$ cat config.mk
export PLATFORM = sky130hd
export DESIGN_NAME = half_float_converter
export DESIGN_NICKNAME = d
export VERILOG_FILES = /design/src/design/hfc_pkg.sv /design/src/design/hfc_stage.sv /design/src/design/half_float_converter.sv
export SDC_FILE = /design/constraint.sdc
export NUM_CORES = 1
export LEC_CHECK = 0
export BUFFER_PORTS_ARGS = -buffer_cell sky130_fd_sc_hd__clkbuf_2
export CAP_MARGIN = 20
export CELL_PAD_IN_SITES_DETAIL_PLACEMENT = 2
export CELL_PAD_IN_SITES_GLOBAL_PLACEMENT = 2
export CORE_MARGIN = 3
export CORE_UTILIZATION = 40
export DETAILED_ROUTE_END_ITERATION = 16
export HOLD_SLACK_MARGIN = 0.08
export PLACE_DENSITY = 0.89
export SLEW_MARGIN = 20
export SYNTH_ARGS = -nofsm -noshare
export SYNTH_HDL_FRONTEND = slang
export SYNTH_SLANG_ARGS = --single-unit
$ cat constraint.sdc
create_clock -name clk -period 5.1 [get_ports clk]
set_input_delay 0.765 -clock clk [delete_from_list [all_inputs] [get_ports clk]]
set_output_delay 0.765 -clock clk [all_outputs]
set_load 0.05 [all_outputs]
$ cat src/design/hfc_pkg.sv
// ----------------------------------------------------------------------------
// hfc_pkg
// shared types and constants for the binary32 / binary16 converter
// ----------------------------------------------------------------------------
package hfc_pkg;

    localparam int unsigned OperandWidth = 32;
    localparam int unsigned PipeDepth    = 3;

    typedef enum logic
    {
        CMD_S2H = 1'b0,
        CMD_H2S = 1'b1
    } command_t;

    localparam logic [15:0] HALF_INF     = 16'h7C00;
    localparam logic [9:0]  HALF_MANT_MX = 10'h3FF;
    localparam logic [12:0] DROP_HALF    = 13'h1000;
    localparam logic [7:0]  SGL_EXP_MAX  = 8'hFF;
    localparam logic [7:0]  SUB_EXP_BASE = 8'd113;

endpackage

$ cat src/design/hfc_stage.sv
// ----------------------------------------------------------------------------
// hfc_stage
// one pipeline register stage with valid and stall
// ----------------------------------------------------------------------------
module hfc_stage #(
    parameter int unsigned WIDTH = 8
) (
    input  logic             clk,
    input  logic             rst_n,
    input  logic             in_valid,
    output logic             in_stall,
    input  logic [WIDTH-1:0] in_data,
    output logic             out_valid,
    input  logic             out_stall,
    output logic [WIDTH-1:0] out_data
);
    logic             valid_reg;
    logic [WIDTH-1:0] data_reg;

    // stage moves when empty or when downstream takes the held item
    assign in_stall  = valid_reg && out_stall;
    assign out_valid = valid_reg;
    assign out_data  = data_reg;

    always_ff @(posedge clk or negedge rst_n)
    begin
        if (!rst_n)
        begin
            valid_reg <= 1'b0;
        end
        else if (!in_stall)
        begin
            valid_reg <= in_valid;
        end
    end

    always_ff @(posedge clk)
    begin
        if (!in_stall && in_valid)
        begin
            data_reg <= in_data;
        end
    end
endmodule

$ cat src/design/half_float_converter.sv
// ----------------------------------------------------------------------------
// half_float_converter
// binary32 <-> binary16 converter, direction per transaction
// ----------------------------------------------------------------------------
// usage:
//   input channel carries command (0: single to half, 1: half to single) and
//   operand_bits; a transaction is taken when in_valid is high and in_stall
//   is low. output channel carries result_bits under out_valid / out_stall.
//   half results sit in bits 15..0 with the upper bits zero.
// path: a transaction is registered in turn in the three register stages (decode,
//   round / normalize, pack) and shows on the output ports from the pack stage
// throughput: one transaction per cycle while out_stall is low, carried by the
//   three register stages
// reset: rst_n clears all stage valid bits; no result is pending after it
// stall: when out_stall holds, each full stage holds its item and the stall
//   walks back to in_stall; nothing is dropped or repeated
// ----------------------------------------------------------------------------
module half_float_converter (
    input  logic        clk,
    input  logic        rst_n,
    input  logic        in_valid,
    output logic        in_stall,
    input  logic        command,
    input  logic [31:0] operand_bits,
    output logic        out_valid,
    input  logic        out_stall,
    output logic [31:0] result_bits
);
    import hfc_pkg::*;

    // ---------------- stage 1: field decode and shift amount ----------------
    // payload: cmd, sign, class flags, 24-bit significand, exponent info
    typedef struct packed
    {
        logic        cmd;
        logic        sign;
        logic        special;   // inf or nan single input
        logic        zero_out;  // result is signed zero
        logic        ovf;       // result is signed infinity
        logic        sub;       // half subnormal path (single to half)
        logic [4:0]  sh;        // right shift for subnormal path 14..24
        logic [4:0]  hexp;      // biased half exponent when normal
        logic [23:0] mant;      // single significand or half mantissa
        logic [7:0]  h_exp;     // exponent field of half input, widened
    } s1_t;

    s1_t         s1_next;
    logic [7:0]  in_exp;
    logic [22:0] in_mant;
    logic [9:0]  in_hmant;
    logic [4:0]  in_hexp;
    logic signed [9:0] hexp_s;

    always_comb
    begin
        in_exp   = operand_bits[30:23];
        in_mant  = operand_bits[22:0];
        in_hexp  = operand_bits[14:10];
        in_hmant = operand_bits[9:0];
        hexp_s   = $signed({2'b00, in_exp}) - 10'sd112;
        s1_next  = '0;
        s1_next.cmd = command;
        if (command == CMD_S2H)
        begin
            s1_next.sign = operand_bits[31];
            s1_next.mant = {1'b1, in_mant};
            if (in_exp == SGL_EXP_MAX)
            begin
                s1_next.special = 1'b1;
                s1_next.mant    = {1'b0, in_mant};
            end
            else if (hexp_s >= 10'sd31)
            begin
                s1_next.ovf = 1'b1;
            end
            else if (in_exp == 8'd0 || hexp_s < -10'sd10)
            begin
                s1_next.zero_out = 1'b1;
            end
            else if (hexp_s <= 10'sd0)
            begin
                s1_next.sub = 1'b1;
                s1_next.sh  = 5'(10'sd14 - hexp_s);
            end
            else
            begin
                s1_next.hexp = hexp_s[4:0];
            end
        end
        else
        begin
            s1_next.sign  = operand_bits[15];
            s1_next.mant  = {14'd0, in_hmant};
            s1_next.h_exp = {3'd0, in_hexp};
        end
    end

    // ---------------- stage 2: rounding or normalization ----------------
    typedef struct packed
    {
        logic        cmd;
        logic        sign;
        logic        special;
        logic        zero_out;
        logic        ovf;
        logic        sub;
        logic [4:0]  hexp;
        logic [10:0] hm;        // half significand before rounding, incl. carry bit
        logic        rnd_up;
        logic [7:0]  s_exp;     // single exponent (half to single)
        logic [9:0]  s_mant;    // normalized half mantissa
        logic [22:0] nan_mant;
    } s2_t;

    logic        s1_valid, s1_stall;
    logic [$bits(s1_t)-1:0] s1_bits;
    s1_t         s1;
    s2_t         s2_next;
    logic [23:0] sub_hm, sub_rem, sub_half;
    logic [12:0] rem13;
    logic [3:0]  lz;
    logic [9:0]  norm;

    assign s1 = s1_t'(s1_bits);

    always_comb
    begin
        s2_next          = '0;
        s2_next.cmd      = s1.cmd;
        s2_next.sign     = s1.sign;
        s2_next.special  = s1.special;
        s2_next.zero_out = s1.zero_out;
        s2_next.ovf      = s1.ovf;
        s2_next.sub      = s1.sub;
        s2_next.hexp     = s1.hexp;
        s2_next.nan_mant = s1.mant[22:0];
        sub_hm   = s1.mant >> s1.sh;
        sub_rem  = s1.mant & ((24'd1 << s1.sh) - 24'd1);
        sub_half = 24'd1 << (s1.sh - 5'd1);
        rem13    = s1.mant[12:0];
        lz       = 4'd0;
        norm     = s1.mant[9:0];
        if (s1.sub)
        begin
            s2_next.hm     = sub_hm[10:0];
            s2_next.rnd_up = (sub_rem > sub_half) ||
                             (sub_rem == sub_half && sub_hm[0]);
        end
        else
        begin
            s2_next.hm     = {1'b0, s1.mant[22:13]};
            s2_next.rnd_up = (rem13 > DROP_HALF) ||
                             (rem13 == DROP_HALF && s1.mant[13]);
        end
        // half to single: normalizing shift (leading-zero count plus one) over the 10-bit mantissa
        for (int i = 9; i >= 0; i--)
        begin
            if (s1.mant[i] && lz == 4'd0 && norm == s1.mant[9:0])
            begin
                lz   = 4'(10 - i);
                norm = 10'(s1.mant[9:0] << (10 - i));
            end
        end
        s2_next.s_mant = s1.mant[9:0];
        if (s1.h_exp == 8'd0)
        begin
            // zero half input stays a signed zero
            if (s1.mant[9:0] == 10'd0)
            begin
                s2_next.s_exp  = 8'd0;
                s2_next.s_mant = 10'd0;
            end
            else
            begin
                s2_next.s_exp  = SUB_EXP_BASE - {4'd0, lz};
                s2_next.s_mant = norm;
            end
        end
        else if (s1.h_exp == 8'd31)
        begin
            s2_next.s_exp = SGL_EXP_MAX;
        end
        else
        begin
            s2_next.s_exp = s1.h_exp + 8'd112;
        end
    end

    // ---------------- stage 3: pack ----------------
    logic        s2_valid, s2_stall;
    logic [$bits(s2_t)-1:0] s2_bits;
    s2_t         s2;
    logic [31:0] res_next;
    logic [10:0] hm_r;
    logic [5:0]  e_r;
    logic [9:0]  nan_hm;

    assign s2 = s2_t'(s2_bits);

    always_comb
    begin
        hm_r     = s2.hm + {10'd0, s2.rnd_up};
        e_r      = {1'b0, s2.hexp} + {5'd0, hm_r[10]};
        nan_hm   = s2.nan_mant[22:13];
        res_next = '0;
        if (s2.cmd == CMD_S2H)
        begin
            if (s2.special)
            begin
                if (s2.nan_mant == 23'd0)
                    res_next[15:0] = {s2.sign, 15'd0} | HALF_INF;
                else
                    res_next[15:0] = {s2.sign, 15'd0} | HALF_INF |
                        {6'd0, (nan_hm == 10'd0) ? 10'd1 : nan_hm};
            end
            else if (s2.ovf || (!s2.sub && e_r >= 6'd31))
            begin
                res_next[15:0] = {s2.sign, 15'd0} | HALF_INF;
            end
            else if (s2.zero_out)
            begin
                res_next[15:0] = {s2.sign, 15'd0};
            end
            else if (s2.sub)
            begin
                res_next[15:0] = {s2.sign, 4'd0, hm_r};
            end
            else
            begin
                res_next[15:0] = {s2.sign, e_r[4:0], hm_r[9:0] & HALF_MANT_MX};
            end
        end
        else
        begin
            res_next = {s2.sign, s2.s_exp, s2.s_mant, 13'd0};
        end
    end

    hfc_stage #(.WIDTH($bits(s1_t))) u_s1 (
        .clk(clk), .rst_n(rst_n),
        .in_valid(in_valid), .in_stall(in_stall), .in_data(s1_next),
        .out_valid(s1_valid), .out_stall(s1_stall), .out_data(s1_bits)
    );

    hfc_stage #(.WIDTH($bits(s2_t))) u_s2 (
        .clk(clk), .rst_n(rst_n),
        .in_valid(s1_valid), .in_stall(s1_stall), .in_data(s2_next),
        .out_valid(s2_valid), .out_stall(s2_stall), .out_data(s2_bits)
    );

    hfc_stage #(.WIDTH(OperandWidth)) u_s3 (
        .clk(clk), .rst_n(rst_n),
        .in_valid(s2_valid), .in_stall(s2_stall), .in_data(res_next),
        .out_valid(out_valid), .out_stall(out_stall), .out_data(result_bits)
    );
endmodule
==> results of run 1 <==
## how the worst max path moves through the flow
stage,start,endpoint,slack (ns),cells after the start
floorplan,u_s1.out_data[37]$_SDFFCE_PP0P_,u_s2.out_data[41]$_DFFE_PP_,0.89,20
global placement,u_s1.out_data[39]$_SDFFCE_PP0P_,u_s2.out_data[41]$_DFFE_PP_,1.11,15
detailed placement,u_s1.out_data[39]$_SDFFCE_PP0P_,u_s2.out_data[41]$_DFFE_PP_,0.84,15
CTS,u_s1.out_data[39]$_SDFFCE_PP0P_,u_s2.out_data[41]$_DFFE_PP_,0.81,15
global route,u_s1.out_data[39]$_SDFFCE_PP0P_,u_s2.out_data[41]$_DFFE_PP_,0.50,15
finish,u_s1.out_data[39]$_SDFFCE_PP0P_,u_s2.out_data[41]$_DFFE_PP_,0.73,15
## cell usage after synthesis, drive strengths merged (4+ instances only)
cell type / number / share of area [%]
a211oi: 14 / 1.2
a21boi: 6 / 0.50
a21o: 4 / 0.34
a21oi: 46 / 2.6
a22oi: 5 / 0.48
a31oi: 8 / 0.56
and2: 38 / 2.7
and3: 7 / 0.49
buf: 11 / 0.66
clkbuf: 51 / 2.1
edfxtp: 139 / 47
ha: 38 / 5.3
inv: 23 / 0.97
mux2: 7 / 0.88
mux2i: 10 / 1.1
mux4: 25 / 6.3
nand2: 72 / 3.0
nand2b: 15 / 1.0
nand3: 39 / 2.2
nand4: 9 / 0.63
nor2: 74 / 3.1
nor2b: 31 / 2.2
nor3: 25 / 1.4
nor3b: 4 / 0.34
nor4: 8 / 0.56
o2111ai: 4 / 0.39
o211ai: 6 / 0.50
o21a: 5 / 0.42
o21ai: 56 / 3.1
o221ai: 4 / 0.39
o22ai: 5 / 0.35
o311ai: 4 / 0.39
or3: 4 / 0.28
or4: 5 / 0.42
xnor2: 12 / 1.2
xor2: 6 / 0.59
## power by group
group | switching, mW | internal, mW | total [mW] | leakage [nW]
clock network | 0.565 | 0.638 | 1.20 | 0.264
logic | 0.510 | 0.243 | 0.753 | 2.03
registers | 0.114 | 1.43 | 1.54 | 1.40
## registers in the layout (all words and copies together), names as in the netlist
name and cells:
u_s2.out_data 63, u_s3.out_data 31, u_s3.out_valid 1, u_s1.out_data 45, u_s1.out_valid 1, u_s2.out_valid 1
## cells in the final DEF (no fill, tap or decap), drive strengths merged, types with 6 or more instances in the layout
cell type	netlist	layout
a21boi	6	6
xnor2	12	12
buf	11	17
nand3	39	39
ha	38	38
mux4	25	25
edfxtp	139	139
xor2	6	6
nor4	8	8
nor3	25	25
a211oi	14	14
nor2	74	74
a21oi	46	46
nor2b	31	31
nand4	9	9
clkbuf	51	87
and2	38	38
inv	23	30
o21ai	56	56
and3	7	7
mux2	7	7
a31oi	8	8
nand2b	15	15
o211ai	6	6
mux2i	10	10
nand2	72	72
## metrics by stage
step	cell area, sq um	power [mW]	setup slack [ns]
detailed placement	9529	2.287	0.8445
global route	10080	3.620	0.4978
floorplan	8945	2.018	0.8886
global placement	9529	2.218	1.106
finish	10080	3.496	0.7307
CTS	10080	3.501	0.8073
## routing by layer
layer  track usage (%)  vias to the layer above
li1                  -                     3318
met4             10.55                        0
met1             35.14                     3903
met2             47.79                      338
met3             5.215                       84
met5                 0                        -
## worst reg2reg max path, stage by stage, from the launching register on
cell,delay (ns)
edfxtp_1,0.41
nor3_1,0.50
nand2_1,0.21
ha_1,0.50
and2_1,0.32
nor2_1,0.09
o21ai_0,0.09
a21oi_1,0.16
nor2_1,0.06
ha_1,0.29
nand4_1,0.15
or2_2,0.35
nor2_1,0.16
nand4_1,0.10
or4_1,0.51
a31o_1,0.23
## logic make-up (layout without fill, tap and decap cells)
| family | after synthesis | in the layout | synth area share, % |
|---|---|---|---|
| adder cells (fa/ha/maj) | 38 | 38 | 5.315 |
| buffers and inverters | 86 | 143 | 3.805 |
| AO/OA/AOI/OAI | 192 | 192 | 13.75 |
| flip-flops | 142 | 142 | 47.50 |
| XOR/XNOR | 18 | 18 | 1.762 |
| AND/OR/NAND/NOR | 345 | 345 | 19.57 |
| multiplexers | 42 | 42 | 8.295 |
## area by class of cell
type	instances	area [sq um]	area share, %
inverter	24	90.09	0.8933
tap	280	350.3	3.474
timing repair buffer	87	478.0	4.739
multi-input combinational	635	4363	43.26
clock inverter	15	128.9	1.278
clock buffer	17	425.4	4.218
sequential	142	4249	42.13
==> impl_metrics.env, run 1 <==
export IMPL_ctsResizeCount=0
export IMPL_grt_max_degree=46
export IMPL_drc=0
export IMPL_clkTransAtPathRegs_ns=0.07
export IMPL_holdBufCountCts=0
export IMPL_power_density_nw_per_um2=346.6
export IMPL_clk_path_buf_depth=2
export IMPL_antenna_cells=0
export IMPL_place_gp_congestion=0.8986
export IMPL_status="finished, final reports clean"
export IMPL_clk_latency_ns=0.44
export IMPL_fin_crit_ns=4.369
export IMPL_cts_setup_buffers=0
export IMPL_power_leakage_nw=3.698
export IMPL_ys_warn_count=0
export IMPL_numCtsBuffers=17
export IMPL_fp_dieH_microns=155.5
export IMPL_routed_top_layer="met4"
export IMPL_htreeDepth=4
export IMPL_core_area_sq_um=21890
export IMPL_wl_met1_mm=13.41
export IMPL_ios=71
export IMPL_wl_mm=33.38
export IMPL_cts_sinks=142
export IMPL_postRouteAntennaNets=0
export IMPL_crit_arrival_ns=4.56
export IMPL_clock_tree_root_cell="clkbuf_16"
export IMPL_vias=7643
export IMPL_area_growth_pct=12.74
export IMPL_path_max_fanout=24
export IMPL_synth_avg_cell_area_sq_um=10.36
export IMPL_synthCells=863
export IMPL_port_buffers=70
export IMPL_first_pass_iters=5
export IMPL_dieArea_sq_um=24190
export IMPL_die_w_microns=155.5
export IMPL_critPathCaptureType="flip-flop"
export IMPL_yosys_cell_types_count=73
export IMPL_cpLargestDelayFamily="simple AND/OR/NAND/NOR gates"
export IMPL_grt_pass1_wl_mm=51.29
export IMPL_fin_util_pct=46.07
export IMPL_slew_headroom_pct=26.96
export IMPL_setup_viol=0
export IMPL_fin_tns_setup_ns=0
export IMPL_instances_no_fill=1200
export IMPL_fillers=2235
export IMPL_r2r_slack_ns=0.73
export IMPL_synth_edf_count=139
export IMPL_drive_gt1_share_pct=17.83
export IMPL_vdd_drop_max_uv=169.9
export IMPL_finalHoldViolCount=0
export IMPL_fin_nets=982
export IMPL_skew_ns=0.01394
export IMPL_met2_length_mm=16.72
export IMPL_min_path_type="in2async"
export IMPL_maxSlewViolCount=0
export IMPL_critPathMaxStageDelay_ns=0.51
export IMPL_viasPerCell=6.369
export IMPL_startpoint_type="flip-flop"
export IMPL_r2r_end="u_s2.out_data[41]$_DFFE_PP_"
export IMPL_crit_chain="nor3_1 > nand2_1 > ha_1 > and2_1 > nor2_1 > o21ai_0 > a21oi_1 > nor2_1 > ha_1 > nand4_1 > or2_2 > nor2_1 > nand4_1 > or4_1 > a31o_1"
export IMPL_synth_main_ff_cell="edfxtp_1"
export IMPL_track_usage_pct=27.87
export IMPL_dp_hpwl_mm=23.21
export IMPL_crit_required_ns=5.29
export IMPL_r2r_cells=15
export IMPL_antenna_found_initial=0
export IMPL_syn_nets=938
export IMPL_cts_tree="yes"
export IMPL_overflow=0
export IMPL_rr_startpoint="u_s1.out_data[39]$_SDFFCE_PP0P_"
export IMPL_rsz0062_at_grt="false"
export IMPL_path_class="reg2reg"
export IMPL_worst_path_buf_inv=0
export IMPL_tightest_slew_ns=1.086
export IMPL_drt_iter0_markers=651
export IMPL_wl_per_cell_microns=27.81
export IMPL_holdWs_ns=0.1206
export IMPL_dr_wl_met3_mm=2.179
export IMPL_critPathMostFrequentCell="nor2_1"
export IMPL_grt_pass1_vias=8276
export IMPL_async_flop_share_pct=2.113
export IMPL_ys_ff_latch=142
export IMPL_synth_seq_area_share_pct=47.50
export IMPL_fmax_mhz=228.9
export IMPL_drv_cap=0
export IMPL_fp_row_count=54
export IMPL_syn_area_sq_um=8945
export IMPL_cp_slowest_cell="or4_1"
export IMPL_period_share_pct=85.67
export IMPL_dp_cells=1168
export IMPL_initial_core_util_pct=40.86
Note: power is estimated with default switching activity, not from simulation.
==> run 2, diff against run 1 <==
clock period = 4.7 ns   (was 5.1 ns; I/O delays follow)
==> impl_metrics.env, run 2 (synthesis results as in run 1) <==
export IMPL_final_common_cell="edfxtp_1"
export IMPL_startpoint_type="flip-flop"
export IMPL_wl_mm=34.18
export IMPL_clk_latency_ns=0.44
export IMPL_grt_max_degree=46
export IMPL_wl_per_cell_microns=28.27
export IMPL_power_leakage_nw=3.758
export IMPL_vias=7669
export IMPL_fin_util_pct=46.60
export IMPL_initial_core_util_pct=40.86
export IMPL_instances_no_fill=1209
export IMPL_r2r_cells=15
export IMPL_drt_iter0_markers=731
export IMPL_p_total_mw=3.907
export IMPL_fin_nets=991
export IMPL_period_share_pct=89.36
export IMPL_cts_sinks=142
export IMPL_port_buffers=70
export IMPL_critPathCaptureType="flip-flop"
export IMPL_numCtsBuffers=17
export IMPL_drv_cap=0
export IMPL_path_max_fanout=24
export IMPL_setup_slack_ns=0.5001
export IMPL_dieArea_sq_um=24190
export IMPL_fp_dieH_microns=155.5
export IMPL_critPathMostFrequentCell="nor2_1"
export IMPL_place_gp_congestion=0.9067
export IMPL_clkTransAtPathRegs_ns=0.06
export IMPL_fin_tns_setup_ns=0
export IMPL_finalHoldViolCount=0
export IMPL_largest_reg_flops=63
export IMPL_track_usage_pct=28.47
export IMPL_rsz0062_at_grt="false"
export IMPL_area_growth_pct=14.04
export IMPL_fmax_mhz=238.1
export IMPL_cpLargestDelayFamily="simple AND/OR/NAND/NOR gates"
export IMPL_crit_required_ns=4.90
export IMPL_dp_hpwl_mm=23.59
export IMPL_maxSlewViolCount=0
export IMPL_most_common_layout_cells="edfxtp_1, nor2_1, nand2_1"
export IMPL_tightest_slew_ns=0.9929
export IMPL_cts_tree="yes"
export IMPL_power_density_nw_per_um2=383.0
export IMPL_clk_path_buf_depth=2
export IMPL_fp_row_count=54
export IMPL_first_pass_iters=5
export IMPL_drive_gt1_share_pct=18.41
export IMPL_antenna_found_initial=0
export IMPL_fin_crit_ns=4.200
export IMPL_crit_arrival_ns=4.40
export IMPL_vdd_drop_max_uv=186.3
export IMPL_min_path_type="reg2reg"
export IMPL_status="finished, final reports clean"
export IMPL_setup_viol=0
export IMPL_overflow=0
export IMPL_viasPerCell=6.343
export IMPL_htreeDepth=4
export IMPL_skew_ns=0.01269
export IMPL_path_class="reg2reg"
export IMPL_core_area_sq_um=21890
export IMPL_crit_chain="nor3_2 > nand2_1 > ha_1 > and2_1 > nor2_1 > o21ai_0 > a21oi_1 > nor2_1 > ha_1 > nand4_1 > or2_2 > nor2_1 > nand4_1 > or4_1 > a31o_1"
export IMPL_grt_pass1_vias=8395
export IMPL_antenna_cells=0
export IMPL_clock_tree_root_cell="clkbuf_16"
export IMPL_cp_depth=15
export IMPL_ios=71
export IMPL_slew_headroom_pct=33.80
export IMPL_cts_setup_buffers=0
export IMPL_min_path_cells=0
export IMPL_postRouteAntennaNets=0
export IMPL_grt_pass1_wl_mm=52.34
export IMPL_place_worst_setup_slack_ns=0.5523
export IMPL_critPathMaxStageDelay_ns=0.51
export IMPL_cp_slowest_cell="or4_1"
export IMPL_dp_cells=1176
export IMPL_worst_path_buf_inv=0
export IMPL_drc=0
export IMPL_die_w_microns=155.5
-- run 2: cell types whose count changed in the layout (fill, tap and decap cells not counted), sizes merged --
| cell | before | now |
|---|---|---|
| inv | 30 | 29 |
| dlygate4sd3 | 0 | 1 |
| clkinvlp | 4 | 2 |
| buf | 17 | 25 |
| clkbuf | 87 | 90 |
| clkinv | 5 | 3 |
| bufinv | 0 | 2 |
-- run 2: worst paths after layout --
kind	startpoint	endpoint	slack, ns
max	u_s1.out_data[39]$_SDFFCE_PP0P_	u_s2.out_data[41]$_DFFE_PP_	0.50
min	u_s1.out_data[33]$_SDFFCE_PP0P_	u_s2.out_data[54]$_DFFE_PP_	0.43
max reg2reg	u_s1.out_data[39]$_SDFFCE_PP0P_	u_s2.out_data[41]$_DFFE_PP_	0.50
min reg2reg	u_s1.out_data[33]$_SDFFCE_PP0P_	u_s2.out_data[54]$_DFFE_PP_	0.43
max in group asynchronous	rst_n	u_s3.out_valid$_DFFE_PN0N_	3.95
min in group asynchronous	rst_n	u_s1.out_valid$_DFFE_PN0N_	0.61
-- run 2: where the power goes --
group	total (mW)	internal, mW	switching [mW]
registers	1.67	1.55	0.122
logic	0.831	0.269	0.562
clock network	1.41	0.797	0.609
-- run 2: area by class of cell --
type                       instances  area [sq um]
tap                              280         350.3
fill                            2252         11690
inverter                          24         90.09
timing repair buffer              96         548.0
multi-input combinational        635          4374
clock inverter                    12         152.6
sequential                       142          4249
clock buffer                      20         436.7
-- run 2: layer usage --
| metal | global-route usage [%] | wire [microns] | vias to the layer above |
|---|---|---|---|
| met5 | 0 | 0 | - |
| met3 | 4.189 | 2183 | 80 |
| met2 | 50.33 | 17380 | 347 |
| met1 | 35.69 | 13550 | 3907 |
| met4 | 9.921 | 1065 | 0 |
| li1 | - | - | 3335 |
-- run 2: timing repair --
action,in CTS,in global routing
hold buffers,1,0
resized for setup,0,1
hold endpoints to repair,3,0
endpoints found under the setup margin,0,1
-- run 2: worst register-to-register path, stage by stage (launching register included) --
cell	delay [ns]
edfxtp_1	0.42
nor3_2	0.35
nand2_1	0.13
ha_1	0.47
and2_1	0.34
nor2_1	0.15
o21ai_0	0.11
a21oi_1	0.16
nor2_1	0.06
ha_1	0.30
nand4_1	0.14
or2_2	0.33
nor2_1	0.16
nand4_1	0.10
or4_1	0.51
a31o_1	0.22
-- run 2: through the flow --
step | area, sq um | hold WS (ns)
6_report | 10200 | 0.4256
5_1_grt | 10200 | 0.4361
4_1_cts | 10190 | 0.4287
3_5_place_dp | 9589 | 0.4172
3_3_place_gp | 9589 | 0.4021
2_1_floorplan | 8945 | 0.4003
